**config.mk**
```make
export PLATFORM = sky130hd
export DESIGN_NAME = tolerant_key_cache_fifo_evict_flat
export DESIGN_NICKNAME = d
export VERILOG_FILES = /design/src/hdl/tkc_pkg.sv /design/src/hdl/tkc_if.sv /design/src/hdl/tkc_cfg.sv /design/src/hdl/tkc_mem.sv /design/src/hdl/tkc_engine.sv /design/src/hdl/tolerant_key_cache_fifo_evict.sv /design/src/flat_wrapper.sv
export VERILOG_INCLUDE_DIRS = /design/src /design/src/hdl
export SDC_FILE = /design/constraint.sdc
export NUM_CORES = 1
export LEC_CHECK = 0
export BUFFER_PORTS_ARGS = -buffer_cell sky130_fd_sc_hd__buf_2
export CAP_MARGIN = 15
export CELL_PAD_IN_SITES_DETAIL_PLACEMENT = 1
export CELL_PAD_IN_SITES_GLOBAL_PLACEMENT = 2
export CORE_ASPECT_RATIO = 0.9
export CORE_MARGIN = 2
export CORE_UTILIZATION = 48
export DETAILED_ROUTE_END_ITERATION = 7
export PLACE_DENSITY = 0.9
export RECOVER_POWER = 100
export SYNTH_ARGS = -nofsm -noshare
export SYNTH_HDL_FRONTEND = slang
export SYNTH_HIERARCHICAL = 1
export SYNTH_SLANG_ARGS = --single-unit
```
**constraint.sdc**
```tcl
create_clock -name i_clk -period 13.2 [get_ports i_clk]
set_clock_uncertainty 0.15 [all_clocks]
set_input_delay 0.66 -clock i_clk [delete_from_list [all_inputs] [get_ports i_clk]]
set_output_delay 0.66 -clock i_clk [all_outputs]
set_load 0.01 [all_outputs]
```
**src/hdl/tolerant_key_cache_fifo_evict_defines.svh**
```systemverilog
// ----------------------------------------------------------------------------
// tolerant key cache assertion macros
// shared concurrent assertion forms, clocked on i_clk, off during reset
// ----------------------------------------------------------------------------
`ifndef TOLERANT_KEY_CACHE_FIFO_EVICT_DEFINES_SVH
`define TOLERANT_KEY_CACHE_FIFO_EVICT_DEFINES_SVH

// same-cycle implication
`define TKC_ASSERT_NOW(label, ante, cons, msg) \
    label: assert property (@(posedge i_clk) disable iff (!i_rst_n) (ante) |-> (cons)) \
        else $error(msg);

// next-cycle implication
`define TKC_ASSERT_NEXT(label, ante, cons, msg) \
    label: assert property (@(posedge i_clk) disable iff (!i_rst_n) (ante) |=> (cons)) \
        else $error(msg);

`endif

```
**src/hdl/tkc_pkg.sv**
```systemverilog
`timescale 1ns / 1ps
// ----------------------------------------------------------------------------
// tkc_pkg
// shared widths, codes and types of the tolerant key cache
// ----------------------------------------------------------------------------
package tkc_pkg;

    localparam int Z_W    = 7;
    localparam int A_W    = 9;
    localparam int E_W    = 32;
    localparam int TOL_W  = 16;
    localparam int SLOT_W = 3;

    localparam logic OP_FIND   = 1'b0;
    localparam logic OP_REMOVE = 1'b1;

    localparam logic [TOL_W-1:0] TOL_RESET = 16'd1000;

    localparam int APB_ADDR_W = 3;
    localparam int APB_DATA_W = 32;
    localparam int REG_IDX_W  = APB_ADDR_W - 2;

    localparam logic [REG_IDX_W-1:0] REG_TOLERANCE = 1'd0;

    typedef struct packed {
        logic [Z_W-1:0] protons;
        logic [A_W-1:0] nucleons;
        logic [E_W-1:0] energy;
    } t_entry;

endpackage

```
**src/hdl/tkc_if.sv**
```systemverilog
`timescale 1ns / 1ps
// ----------------------------------------------------------------------------
// tkc_if
// request and response channels of the tolerant key cache
// ----------------------------------------------------------------------------
interface tkc_req_if;
    logic                      valid;
    logic                      ready;
    logic                      operation;
    logic [tkc_pkg::Z_W-1:0]    proton_number;
    logic [tkc_pkg::A_W-1:0]    mass_number;
    logic [tkc_pkg::E_W-1:0]    excitation_energy;
    logic [tkc_pkg::SLOT_W-1:0] target_slot;

    modport source (
        output valid, operation, proton_number, mass_number, excitation_energy,
               target_slot,
        input  ready
    );
    modport sink (
        input  valid, operation, proton_number, mass_number, excitation_energy,
               target_slot,
        output ready
    );
endinterface

interface tkc_rsp_if;
    logic                      valid;
    logic                      ready;
    logic [tkc_pkg::SLOT_W-1:0] slot;
    logic                      hit;
    logic                      evicted;
    logic                      removed;

    modport source (
        output valid, slot, hit, evicted, removed,
        input  ready
    );
    modport sink (
        input  valid, slot, hit, evicted, removed,
        output ready
    );
endinterface

```
**src/hdl/tkc_cfg.sv**
```systemverilog
`timescale 1ns / 1ps
// ----------------------------------------------------------------------------
// tkc_cfg
// apb register file holding the energy match tolerance
// ----------------------------------------------------------------------------
module tkc_cfg (
    input  logic                              i_clk,
    input  logic                              i_rst_n,
    input  logic                              psel,
    input  logic                              penable,
    input  logic                              pwrite,
    input  logic [tkc_pkg::APB_ADDR_W-1:0]    paddr,
    input  logic [tkc_pkg::APB_DATA_W-1:0]    pwdata,
    output logic [tkc_pkg::APB_DATA_W-1:0]    prdata,
    output logic                              pready,
    output logic [tkc_pkg::TOL_W-1:0]         o_tolerance
);

    logic [tkc_pkg::TOL_W-1:0]     r_tolerance;
    logic [tkc_pkg::REG_IDX_W-1:0] w_reg_idx;

    assign w_reg_idx   = paddr[tkc_pkg::APB_ADDR_W-1:2];
    assign pready      = 1'b1;
    assign o_tolerance = r_tolerance;

    always_ff @(posedge i_clk) begin
        if (!i_rst_n) begin
            r_tolerance <= tkc_pkg::TOL_RESET;
        end else if (psel && penable && pwrite && pready &&
                     (w_reg_idx == tkc_pkg::REG_TOLERANCE)) begin
            r_tolerance <= pwdata[tkc_pkg::TOL_W-1:0];
        end
    end

    always_comb begin
        unique case (w_reg_idx)
            tkc_pkg::REG_TOLERANCE: begin
                prdata = {{(tkc_pkg::APB_DATA_W - tkc_pkg::TOL_W){1'b0}}, r_tolerance};
            end
            default: begin
                prdata = '0;
            end
        endcase
    end

endmodule

```
**src/hdl/tkc_mem.sv**
```systemverilog
`timescale 1ns / 1ps
// ----------------------------------------------------------------------------
// tkc_mem
// key store, one write port and one registered read port
// ----------------------------------------------------------------------------
module tkc_mem #(
    parameter int NUM_ENTRIES = 8,
    parameter int IDX_W       = 3
) (
    input  logic                 i_clk,
    input  logic                 i_wr_en,
    input  logic [IDX_W-1:0]     i_wr_addr,
    input  tkc_pkg::t_entry      i_wr_data,
    input  logic [IDX_W-1:0]     i_rd_addr,
    output tkc_pkg::t_entry      o_rd_data
);

    tkc_pkg::t_entry r_mem [NUM_ENTRIES];
    tkc_pkg::t_entry r_rd_data;

    assign o_rd_data = r_rd_data;

    always_ff @(posedge i_clk) begin
        if (i_wr_en) begin
            r_mem[i_wr_addr] <= i_wr_data;
        end
    end

    always_ff @(posedge i_clk) begin
        r_rd_data <= r_mem[i_rd_addr];
    end

endmodule

```
**src/hdl/tkc_engine.sv**
```systemverilog
`timescale 1ns / 1ps
`include "tolerant_key_cache_fifo_evict_defines.svh"
// ----------------------------------------------------------------------------
// tkc_engine
// scan sequencer: reads every slot, compares, decides and writes back
// ----------------------------------------------------------------------------
module tkc_engine #(
    parameter int NUM_ENTRIES = 8,
    parameter int IDX_W       = 3
) (
    input  logic                       i_clk,
    input  logic                       i_rst_n,
    input  logic [tkc_pkg::TOL_W-1:0]  i_tolerance,
    tkc_req_if.sink                    i_req,
    tkc_rsp_if.source                  o_rsp,
    output logic                       o_wr_en,
    output logic [IDX_W-1:0]           o_wr_addr,
    output tkc_pkg::t_entry            o_wr_data,
    output logic [IDX_W-1:0]           o_rd_addr,
    input  tkc_pkg::t_entry            i_rd_data
);

    localparam int CNT_W = $clog2(NUM_ENTRIES + 1);
    localparam logic [CNT_W-1:0] LAST = CNT_W'(NUM_ENTRIES);

    localparam logic [1:0] ST_IDLE = 2'd0;
    localparam logic [1:0] ST_SCAN = 2'd1;
    localparam logic [1:0] ST_DONE = 2'd2;

    logic [1:0]                   r_state;
    logic [CNT_W-1:0]             r_cnt;
    logic                         r_cmp_vld;
    logic [IDX_W-1:0]             r_cmp_idx;
    logic [NUM_ENTRIES-1:0]       r_valid;
    logic [IDX_W-1:0]             r_oldest;

    logic                         r_op;
    tkc_pkg::t_entry              r_key;
    logic [tkc_pkg::SLOT_W-1:0]   r_tgt;
    logic [IDX_W-1:0]             r_tgt_idx;
    logic                         r_tgt_ok;

    logic                         r_found;
    logic [IDX_W-1:0]             r_found_idx;
    logic                         r_free_ok;
    logic [IDX_W-1:0]             r_free_idx;
    logic                         r_other_ok;
    logic [IDX_W-1:0]             r_other_idx;

    logic                         r_out_vld;
    logic [tkc_pkg::SLOT_W-1:0]   r_slot;
    logic                         r_hit;
    logic                         r_evict;
    logic                         r_removed;

    logic                         w_accept;
    logic                         w_leave;
    logic                         w_cmp_valid;
    logic [tkc_pkg::E_W-1:0]      w_diff;
    logic                         w_match;
    logic [IDX_W-1:0]             w_ins_idx;
    logic [IDX_W-1:0]             w_oldest_inc;
    logic                         w_rm;
    logic                         w_insert;

    assign i_req.ready = (r_state == ST_IDLE);
    assign w_accept    = i_req.valid && i_req.ready;
    assign w_leave     = (r_state == ST_DONE) && (!r_out_vld || o_rsp.ready);

    assign o_rsp.valid   = r_out_vld;
    assign o_rsp.slot    = r_slot;
    assign o_rsp.hit     = r_hit;
    assign o_rsp.evicted = r_evict;
    assign o_rsp.removed = r_removed;

    assign o_rd_addr = (r_cnt < LAST) ? r_cnt[IDX_W-1:0] : '0;

    // compare stage on the registered read data
    assign w_cmp_valid = r_valid[r_cmp_idx];
    assign w_diff      = (r_key.energy >= i_rd_data.energy) ?
                         (r_key.energy - i_rd_data.energy) :
                         (i_rd_data.energy - r_key.energy);
    assign w_match     = (i_rd_data.protons == r_key.protons) &&
                         (i_rd_data.nucleons == r_key.nucleons) &&
                         (w_diff < {{(tkc_pkg::E_W - tkc_pkg::TOL_W){1'b0}}, i_tolerance});

    // decision
    assign w_ins_idx    = r_free_ok ? r_free_idx : r_oldest;
    assign w_oldest_inc = ((CNT_W'(r_oldest) + CNT_W'(1)) == LAST) ? '0 :
                          (r_oldest + IDX_W'(1));
    assign w_rm         = r_tgt_ok && r_valid[r_tgt_idx];
    assign w_insert     = (r_op == tkc_pkg::OP_FIND) && !r_found;

    assign o_wr_en   = w_leave && w_insert;
    assign o_wr_addr = w_ins_idx;
    assign o_wr_data = r_key;

    always_ff @(posedge i_clk) begin
        if (!i_rst_n) begin
            r_state   <= ST_IDLE;
            r_cnt     <= '0;
            r_cmp_vld <= 1'b0;
            r_valid   <= '0;
            r_oldest  <= '0;
            r_out_vld <= 1'b0;
        end else begin
            r_cmp_vld <= (r_state == ST_SCAN) && (r_cnt != LAST);
            if (o_rsp.valid && o_rsp.ready) begin
                r_out_vld <= 1'b0;
            end
            unique case (r_state)
                ST_IDLE: begin
                    if (w_accept) begin
                        r_state <= ST_SCAN;
                        r_cnt   <= '0;
                    end
                end
                ST_SCAN: begin
                    r_cnt <= r_cnt + CNT_W'(1);
                    if (r_cnt == LAST) begin
                        r_state <= ST_DONE;
                    end
                end
                ST_DONE: begin
                    if (w_leave) begin
                        r_out_vld <= 1'b1;
                        r_state   <= ST_IDLE;
                        if (w_insert) begin
                            r_valid[w_ins_idx] <= 1'b1;
                            if (!r_free_ok) begin
                                r_oldest <= w_oldest_inc;
                            end
                        end else if ((r_op == tkc_pkg::OP_REMOVE) && w_rm) begin
                            r_valid[r_tgt_idx] <= 1'b0;
                            if ((r_tgt_idx == r_oldest) && r_other_ok) begin
                                r_oldest <= r_other_idx;
                            end
                        end
                    end
                end
                default: begin
                    r_state <= ST_IDLE;
                end
            endcase
        end
    end

    always_ff @(posedge i_clk) begin
        r_cmp_idx <= o_rd_addr;
        if (w_accept) begin
            r_op           <= i_req.operation;
            r_key.protons  <= i_req.proton_number;
            r_key.nucleons <= i_req.mass_number;
            r_key.energy   <= i_req.excitation_energy;
            r_tgt          <= i_req.target_slot;
            r_tgt_idx      <= IDX_W'(i_req.target_slot);
            r_tgt_ok       <= (32'(i_req.target_slot) < NUM_ENTRIES);
            r_found        <= 1'b0;
            r_free_ok      <= 1'b0;
            r_other_ok     <= 1'b0;
        end else if (r_cmp_vld) begin
            if (w_cmp_valid) begin
                if (!r_found && w_match) begin
                    r_found     <= 1'b1;
                    r_found_idx <= r_cmp_idx;
                end
                if (!r_other_ok && (r_cmp_idx != r_tgt_idx)) begin
                    r_other_ok  <= 1'b1;
                    r_other_idx <= r_cmp_idx;
                end
            end else begin
                // last free slot seen is the highest
                r_free_ok  <= 1'b1;
                r_free_idx <= r_cmp_idx;
            end
        end
        if (w_leave) begin
            if (r_op == tkc_pkg::OP_REMOVE) begin
                r_slot <= r_tgt;
            end else if (r_found) begin
                r_slot <= tkc_pkg::SLOT_W'(r_found_idx);
            end else begin
                r_slot <= tkc_pkg::SLOT_W'(w_ins_idx);
            end
            r_hit     <= (r_op == tkc_pkg::OP_FIND) && r_found;
            r_evict   <= w_insert && !r_free_ok;
            r_removed <= (r_op == tkc_pkg::OP_REMOVE) && w_rm;
        end
    end

    `TKC_ASSERT_NEXT(a_accept_starts_scan, w_accept, (r_state == ST_SCAN) && (r_cnt == '0), "accepted word did not start a scan")
    `TKC_ASSERT_NEXT(a_result_only_from_done, !r_out_vld && (r_state != ST_DONE), !r_out_vld, "result appeared without a decision")
    `TKC_ASSERT_NOW(a_result_flags_exclusive, r_out_vld, !(r_hit && r_evict) && !(r_removed && (r_hit || r_evict)), "conflicting result flags")
    `TKC_ASSERT_NOW(a_evict_only_when_full, (r_state == ST_DONE) && w_insert && !r_free_ok, &r_valid, "eviction while a slot is free")

endmodule

```
**src/hdl/tolerant_key_cache_fifo_evict.sv**
```systemverilog
`timescale 1ns / 1ps
// ----------------------------------------------------------------------------
// tolerant_key_cache_fifo_evict
// fully associative nuclide key cache with tolerant energy match
// ----------------------------------------------------------------------------
// usage
//   i_req carries one request word: find-or-insert a key, or remove a slot.
//   o_rsp returns exactly one word per request: slot, hit, evicted, removed.
//   the apb port holds the energy tolerance at byte address 0, reset 1000.
// scan order
//   a request reads each slot of the key memory in turn, compares each
//   registered read word against the key, then decides and writes back.
//   one request is in flight at a time; the next is accepted in the cycle
//   after the decision.
// reset
//   all slots invalid, oldest pointer at slot 0, tolerance 1000.
//   key memory contents are not cleared; invalid slots are never matched.
// stall
//   a result waits in the output register while o_rsp.ready is low; a new
//   request is still taken and scanned, then holds at its decision until
//   the output register is free.
// ----------------------------------------------------------------------------
module tolerant_key_cache_fifo_evict #(
    parameter int NUM_ENTRIES = 8
) (
    input  logic                              i_clk,
    input  logic                              i_rst_n,
    input  logic                              psel,
    input  logic                              penable,
    input  logic                              pwrite,
    input  logic [tkc_pkg::APB_ADDR_W-1:0]    paddr,
    input  logic [tkc_pkg::APB_DATA_W-1:0]    pwdata,
    output logic [tkc_pkg::APB_DATA_W-1:0]    prdata,
    output logic                              pready,
    tkc_req_if.sink                           i_req,
    tkc_rsp_if.source                         o_rsp
);

    localparam int IDX_W = (NUM_ENTRIES > 1) ? $clog2(NUM_ENTRIES) : 1;

    logic [tkc_pkg::TOL_W-1:0] w_tolerance;
    logic                      w_wr_en;
    logic [IDX_W-1:0]          w_wr_addr;
    tkc_pkg::t_entry           w_wr_data;
    logic [IDX_W-1:0]          w_rd_addr;
    tkc_pkg::t_entry           w_rd_data;

    tkc_cfg u_cfg (
        .i_clk       (i_clk),
        .i_rst_n     (i_rst_n),
        .psel        (psel),
        .penable     (penable),
        .pwrite      (pwrite),
        .paddr       (paddr),
        .pwdata      (pwdata),
        .prdata      (prdata),
        .pready      (pready),
        .o_tolerance (w_tolerance)
    );

    tkc_mem #(
        .NUM_ENTRIES (NUM_ENTRIES),
        .IDX_W       (IDX_W)
    ) u_mem (
        .i_clk     (i_clk),
        .i_wr_en   (w_wr_en),
        .i_wr_addr (w_wr_addr),
        .i_wr_data (w_wr_data),
        .i_rd_addr (w_rd_addr),
        .o_rd_data (w_rd_data)
    );

    tkc_engine #(
        .NUM_ENTRIES (NUM_ENTRIES),
        .IDX_W       (IDX_W)
    ) u_engine (
        .i_clk       (i_clk),
        .i_rst_n     (i_rst_n),
        .i_tolerance (w_tolerance),
        .i_req       (i_req),
        .o_rsp       (o_rsp),
        .o_wr_en     (w_wr_en),
        .o_wr_addr   (w_wr_addr),
        .o_wr_data   (w_wr_data),
        .o_rd_addr   (w_rd_addr),
        .i_rd_data   (w_rd_data)
    );

endmodule

```
**src/flat_wrapper.sv**
```systemverilog
// flat-port wrapper written by rule: the top's interface ports become plain ports
module tolerant_key_cache_fifo_evict_flat 
#(
    parameter int NUM_ENTRIES = 8
)
  (i_clk, i_rst_n, psel, penable, pwrite, paddr, pwdata, prdata, pready, i_req_valid, i_req_operation, i_req_proton_number, i_req_mass_number, i_req_excitation_energy, i_req_target_slot, i_req_ready, o_rsp_valid, o_rsp_slot, o_rsp_hit, o_rsp_evicted, o_rsp_removed, o_rsp_ready);
  tkc_req_if i_req_i ();
  tkc_rsp_if o_rsp_i ();
  input  logic i_clk;
  input  logic i_rst_n;
  input  logic psel;
  input  logic penable;
  input  logic pwrite;
  input  logic [tkc_pkg::APB_ADDR_W-1:0] paddr;
  input  logic [tkc_pkg::APB_DATA_W-1:0] pwdata;
  output logic [tkc_pkg::APB_DATA_W-1:0] prdata;
  output logic pready;
  input wire logic [$bits(i_req_i.valid)-1:0] i_req_valid;
  input wire logic [$bits(i_req_i.operation)-1:0] i_req_operation;
  input wire logic [$bits(i_req_i.proton_number)-1:0] i_req_proton_number;
  input wire logic [$bits(i_req_i.mass_number)-1:0] i_req_mass_number;
  input wire logic [$bits(i_req_i.excitation_energy)-1:0] i_req_excitation_energy;
  input wire logic [$bits(i_req_i.target_slot)-1:0] i_req_target_slot;
  output wire logic [$bits(i_req_i.ready)-1:0] i_req_ready;
  output wire logic [$bits(o_rsp_i.valid)-1:0] o_rsp_valid;
  output wire logic [$bits(o_rsp_i.slot)-1:0] o_rsp_slot;
  output wire logic [$bits(o_rsp_i.hit)-1:0] o_rsp_hit;
  output wire logic [$bits(o_rsp_i.evicted)-1:0] o_rsp_evicted;
  output wire logic [$bits(o_rsp_i.removed)-1:0] o_rsp_removed;
  input wire logic [$bits(o_rsp_i.ready)-1:0] o_rsp_ready;
  assign i_req_i.valid = i_req_valid;
  assign i_req_i.operation = i_req_operation;
  assign i_req_i.proton_number = i_req_proton_number;
  assign i_req_i.mass_number = i_req_mass_number;
  assign i_req_i.excitation_energy = i_req_excitation_energy;
  assign i_req_i.target_slot = i_req_target_slot;
  assign i_req_ready = i_req_i.ready;
  assign o_rsp_valid = o_rsp_i.valid;
  assign o_rsp_slot = o_rsp_i.slot;
  assign o_rsp_hit = o_rsp_i.hit;
  assign o_rsp_evicted = o_rsp_i.evicted;
  assign o_rsp_removed = o_rsp_i.removed;
  assign o_rsp_i.ready = o_rsp_ready;
  tolerant_key_cache_fifo_evict #(.NUM_ENTRIES(NUM_ENTRIES)) u_core (.i_clk(i_clk), .i_rst_n(i_rst_n), .psel(psel), .penable(penable), .pwrite(pwrite), .paddr(paddr), .pwdata(pwdata), .prdata(prdata), .pready(pready), .i_req(i_req_i), .o_rsp(o_rsp_i));
endmodule
```
* Yosys cells after proc, flatten, opt, wreduce, memory -nomap -nowiden
Memories as Yosys holds them, arrays and structs flattened. A register that Yosys moved wholly into a read port is not among the register bits.
Cells that the tools add are included.
** Storage, ports and cells
- Register bits :: 108
- Latch bits :: 0
- Memory bits (writable) :: 384
- ROM bits :: 0
- Output and inout port bits :: 41
- Word-level logic and storage cells :: 127
- Memories kept :: 1
** Memory list
- u_core.u_mem.r_mem :: words 8, bits a word 48, rd ports 1, clocked after Yosys merged registers in 1, wr ports 1, line tkc_mem.sv:18 : tkc_pkg::t_entry r_mem [NUM_ENTRIES];
** Cells by class
- $add $sub $neg :: 5
- Multipliers :: 0
- Divide/modulo/power cells :: 0
- Order comparisons :: 8
- Eq/ne operators :: 13
- Shift-type cells :: 0
- Mux-type cells :: 32
- Bitwise logic cells :: 7
- Reductions and logical operators :: 38
** Operators with widths (count)
- subtractor 32 bit :: 2
- greater-or-equal comparator 32 bit :: 1
- < comparator 32 x 16 -> 1 bit :: 1
- 2-to-1 mux 32 bit :: 1
- 2-to-1 mux 3 bit :: 9
- logical AND 1 bit :: 19
- 2-to-1 mux 16 bit :: 1
- 2-to-1 mux 8 bit :: 2
- AND reduction 3 bit :: 5
- < comparator 3 x 4 -> 1 bit, second input constant :: 3
- == test 9 bit :: 1
- 2-to-1 mux 1 bit :: 9
- AND 8 bit :: 1
- == test 4 bit, second input constant :: 2
- inverter 8 bit :: 1
- bitwise OR 8 bit :: 1
- one-hot mux 4 bit (2 select lines) :: 1
- AND reduction 4 bit :: 2
- == test 7 bit :: 1
- binary-select mux 1 bit (select 3 bit) :: 2
- demux 1 bit (select 3 bit) :: 2
- greater-or-equal comparator 3 x 1 -> 1 bit, second input constant :: 2
- 2-to-1 mux 2 bit :: 3
- one-hot mux 2 bit (3 select lines) :: 1
- 19 further kinds :: 30

* Logic depth before layout (Yosys ltp)
- Depth in word-level cells :: 8
- Depth in mapped cells :: 25
- Gate-level depth less buffers :: 23

* Hierarchy
Netlist, hierarchy kept.
** By module, submodules not included
- tkc_mem :: times used 1, cells each 616, area an instance 15620.0 µm², seq. area each 12492.0 µm²
- tkc_engine :: times used 1, cells each 864, area an instance 7554.7 µm², seq. area each 2512.4 µm²
- tkc_cfg :: times used 1, cells each 106, area an instance 937.1 µm², seq. area each 320.3 µm²

* Worst setup path before layout
No wires, ideal clock.
- Path kind :: input to register
- Start :: input port o_rsp_ready
- End :: memory u_core/u_mem/r_mem[0][0] (netlist bit), enable pin
- Setup time :: 0.513 ns
- Arrival time :: 4.771 ns
- Required time :: 12.537 ns
- Slack :: 7.766 ns
- Stages on the path :: 5
- Buffers on the path :: 0
- Cell sequence :: nand2b_1 -> nor2b_1 -> and2_1 -> nand2b_1 -> nor3_1
** Between the ends
- Cells in the longest elaborated chain, start to end :: 5
** RTL lines
- from (decl) :: line flat_wrapper.sv:30 : input wire logic [$bits(o_rsp_i.ready)-1:0] o_rsp_ready;
- logical OR 1 bit :: line tkc_engine.sv:68 : assign w_leave = (r_state == ST_DONE) && (!r_out_vld || o_rsp.ready);
- logical AND 1 bit :: line tkc_engine.sv:68
- net u_core.u_engine.w_leave :: line tkc_engine.sv:57 : logic w_leave;
- logical AND 1 bit :: line tkc_engine.sv:94 : assign o_wr_en = w_leave && w_insert;
- net u_core.w_wr_en :: line tolerant_key_cache_fifo_evict.sv:42 : logic w_wr_en;
- 2-to-1 mux 1 bit :: line tkc_mem.sv:24 : if (i_wr_en) begin
- 2-to-1 mux 1 bit (implied by the code) :: line tkc_mem.sv:25 : r_mem[i_wr_addr] <= i_wr_data;
- to (decl) :: line tkc_mem.sv:18
The timed path passes the listed nets, and every way through them passes these cells.

* Worst setup path after layout
- Start :: register u_core.u_engine.r_cnt[0]
- End :: register, netlist name u_core/u_mem/o_rd_data[38]
** Between the ends
- Cells in the longest elaborated chain, start to end :: 2
** RTL lines
- from (decl) :: line tkc_engine.sv:31 : logic [CNT_W-1:0] r_cnt;
- from (signal assigned) :: line tkc_engine.sv:119 : r_cnt <= r_cnt + CNT_W'(1);
- < comparator 4 bit :: line tkc_engine.sv:76 : assign o_rd_addr = (r_cnt < LAST) ? r_cnt[IDX_W-1:0] : '0;
- 2-to-1 mux 3 bit (*) :: line tkc_engine.sv:76
- net u_core.w_rd_addr[0] :: line tolerant_key_cache_fifo_evict.sv:45 : logic [IDX_W-1:0] w_rd_addr;
The timed path passes the listed nets; every way through them passes the cells marked *.
A chain may end at the register's enable or synchronous reset.

==> impl_metrics.py <==
metrics = {
    "status": {
        "status": "finished with violations",
        "violations": "max-capacitance violations, max-slew violations",
    },
    "logic_synthesis": {
        "syn_inst": 1586,
        "async_reset_ff_share_pct": 0,
        "ys_types": 73,
        "synth_edf_count": 451,
        "synthMuxAreaShare_pct": 13.65,
        "ys_warn_count": 6,
        "syn_avg_cell_area_um2": 15.20,
        "synthFlopType": "edfxtp_1",
        "ys_ff_latch": 540,
        "synth-simple-area-share_pct": 6.128,
        "synth_top_family_by_area": "multiplexers",
        "synth_top_area_cell": "edfxtp_1",
        "synth.area.top_cells": "edfxtp_1 56%, mux4_2 9.1%, dfxtp_1 7.4%",
        "synth_compound_area_share_pct": 6.710,
        "synthesis.area_mm2": 0.02411,
        "synth_seq_area_share_pct": 63.56,
        "yosys.area.top_type_share_pct": 56.17,
        "synthXorXnorAreaFrac_pct": 1.853,
        "synthAdderAreaFrac_pct": 4.369,
    },
    "global_route": {
        "use_met3_pct": 3.656,
        "antenna_found_initial": 2,
        "grt_pass1_wl_mm": 86.47,
        "grt_max_degree": 98,
        "grt_pass1_vias": 14705,
        "track_usage_pct": 22.13,
        "grt.busiest_layer": "met2",
        "grtUsageMet2_pct": 36.30,
        "grt_overflow": 0,
        "use_met1_pct": 30.27,
    },
    "sta": {
        "slew_viol_final": 633,
        "hold_slack_ns": 0.07721,
        "period_minus_slack_ns": 8.269,
        "setup_viol": 0,
        "clock.fmax_ghz": 0.1209,
        "rsz0062_at_grt": "false",
        "worst_pin_slew_ns": 8.300,
        "fin_tns_setup_ns": 0,
        "max_slew_margin_pct": -453.4,
        "hold_viol": 0,
        "layout_setup_ws_ns": 4.931,
        "finalCritPeriodShare_pct": 62.64,
    },
    "clock_tree": {
        "cts_hold_buf": 0,
        "cts_sinks": 540,
        "cts.clk_slew.worst_paths_ns": 0.06,
        "clockBufferDepth": 3,
        "htreeDepth": 2,
        "clock_latency_ns": 0.60,
        "post_cts_resized": 0,
        "cts_inserted_buffers": 53,
        "cts_tree": "yes",
        "cts_root_buf": "clkbuf_16",
        "cts_setup_buffers": 0,
    },
    "power_and_ir_drop": {
        "power-per-cell-area_mw_per_mm2": 143.5,
        "p_leak_nw": 9.158,
        "ir_worst_vdd_mv": 0.1282,
        "finalPower_mw": 3.816,
    },
    "floorplan": {
        "die_h_um": 216.6,
        "die_area_mm2": 0.05204,
        "io-pin-count": 135,
        "start_util_pct": 48.88,
        "die_x_um": 240.3,
        "row_count": 77,
        "core_area_mm2": 0.04933,
    },
    "placement": {
        "dp_hpwl_mm": 35.40,
        "dp_slack_ns": 6.830,
        "gp_congestion": 0.8698,
        "numPortBuffers": 99,
    },
    "routing": {
        "drt_iter0_markers": 877,
        "first_pass_iters": 6,
        "antenna_left": 0,
        "drc": 0,
        "wl_mm": 56.97,
        "wl_per_cell_um": 23.73,
        "via_per_inst": 5.713,
        "vias": 13717,
    },
    "job": {
        "cap_violations": 16,
    },
    "critical_path": {
        "crit_path_start_kind": "flop",
        "cp.arrival_ns": 8.67,
        "crit_type": "reg2reg",
        "crit_required_ns": 13.60,
        "end_kind": "flop",
        "reg2reg_setup_slack_ns": 4.93,
        "cp_max_fo": 97,
    },
    "layout": {
        "fin_nets": 1861,
        "most-common-layout-cells": "451 x edfxtp_1, 97 x mux4_2, 94 x inv_1",
        "final_common_cell": "edfxtp_1",
        "drive_above_1_share_pct": 15.97,
        "area_growth_pct": 10.27,
    },
    "hold_path": {
        "hp-class": "in2reg",
    },
}
[final timing paths]
| path | from | endpoint | depth (start not counted) |
|---|---|---|---|
| worst max-delay path | u_core/u_engine/r_cnt[0] | u_core/u_mem/o_rd_data[38] | 5 |
| worst min-delay path | i_req_excitation_energy[18] | u_core/u_engine/o_wr_data[18] | 1 |
| worst max register to register | u_core/u_engine/r_cnt[0] | u_core/u_mem/o_rd_data[38] | 5 |
| worst min register to register | u_core/u_cfg/o_tolerance[4] | u_core/u_cfg/o_tolerance[4] | 2 |
[power by group]
group          internal (mW)  switching [mW]
registers               1.88          0.0403
logic                  0.168           0.228
clock network          0.854           0.647
[Yosys cell counts, drive strengths merged (3+ instances only)]
cell type and instances:
a211oi 9, a21boi 5, a21o 17, a21oi 84, a22oi 3, a31oi 4, and2 11, and2b 6
buf 60, clkbuf 25, dfxtp 89, edfxtp 451, ha 81, inv 94, mux2 54, mux2i 27
mux4 100, nand2 81, nand2b 15, nand3 11, nand4 23, nor2 61, nor2b 41, nor3 19
nor4 3, o211ai 9, o21a 14, o21ai 74, o21bai 5, o221ai 3, o22ai 4, o31ai 7
or2 5, or3 6, xnor2 36, xor2 15
[through the flow]
step | util (%) | std cells | instance area, um^2
detailed placement | 51.01 | 2300 | 25160
global route | 53.89 | 2399 | 26580
floorplan | - | 1601 | 24170
global placement | 51.01 | 2300 | 25160
CTS | 54.52 | 2399 | 26890
finish | 53.90 | 2401 | 26590
[area by class of cell]
| cell class | count | area [um^2] |
|---|---|---|
| repair buffers | 113 | 511.7 |
| fillers | 4754 | 22740 |
| flip-flops and latches | 540 | 15320 |
| clock buffers | 75 | 1459 |
| multi-input cells | 882 | 7825 |
| inverters | 94 | 352.8 |
| well taps | 671 | 839.6 |
| diodes | 2 | 5.005 |
| clock inverters | 24 | 270.3 |
[state kept, by name, summed over array words and instances, names as in the netlist, 2 cells and up]
register and cells:
u_core/u_engine/r_found_idx 3, u_core/u_engine/r_tgt_idx 3, u_core/u_engine/r_other_idx 3, u_core/u_cfg/o_tolerance 16, u_core/u_engine/o_rsp.slot 3, u_core/u_engine/r_cmp_idx 3, u_core/u_engine/r_oldest 3, u_core/u_mem/o_rd_data 48
u_core/u_engine/r_cnt 4, u_core/u_engine/r_state 2, u_core/u_engine/r_valid 8, u_core/u_engine/r_free_idx 3, u_core/u_engine/o_wr_data 48, u_core/u_mem/r_mem 384
[worst max-delay path, stage by stage, from the launching register on]
cell	delay, ns
dfxtp_1	0.41
inv_1	0.12
nor2_4	0.11
clkbuf_1	5.74
mux4_1	1.43
mux2_1	0.16
[cell families (layout without fill, tap and decap cells)]
| kind of cell | Yosys count | after routing |
|---|---|---|
| AOI/OAI and AO/OA | 259 | 259 |
| xor gates and xnor gates | 51 | 51 |
| adders and majority gates | 83 | 83 |
| buffers and inverters | 179 | 306 |
| DFF | 540 | 540 |
| muxes | 181 | 181 |
| other | 2 | 19 |
| and+or+nand+nor | 291 | 291 |
[per-layer routing]
metal | part of all wire (%) | routed length, um
met5 | 0 | 0
met4 | 2.4 | 1377
met3 | 4.6 | 2635
met2 | 48 | 27380
met1 | 45 | 25580
(Power assumes the default switching activity.)
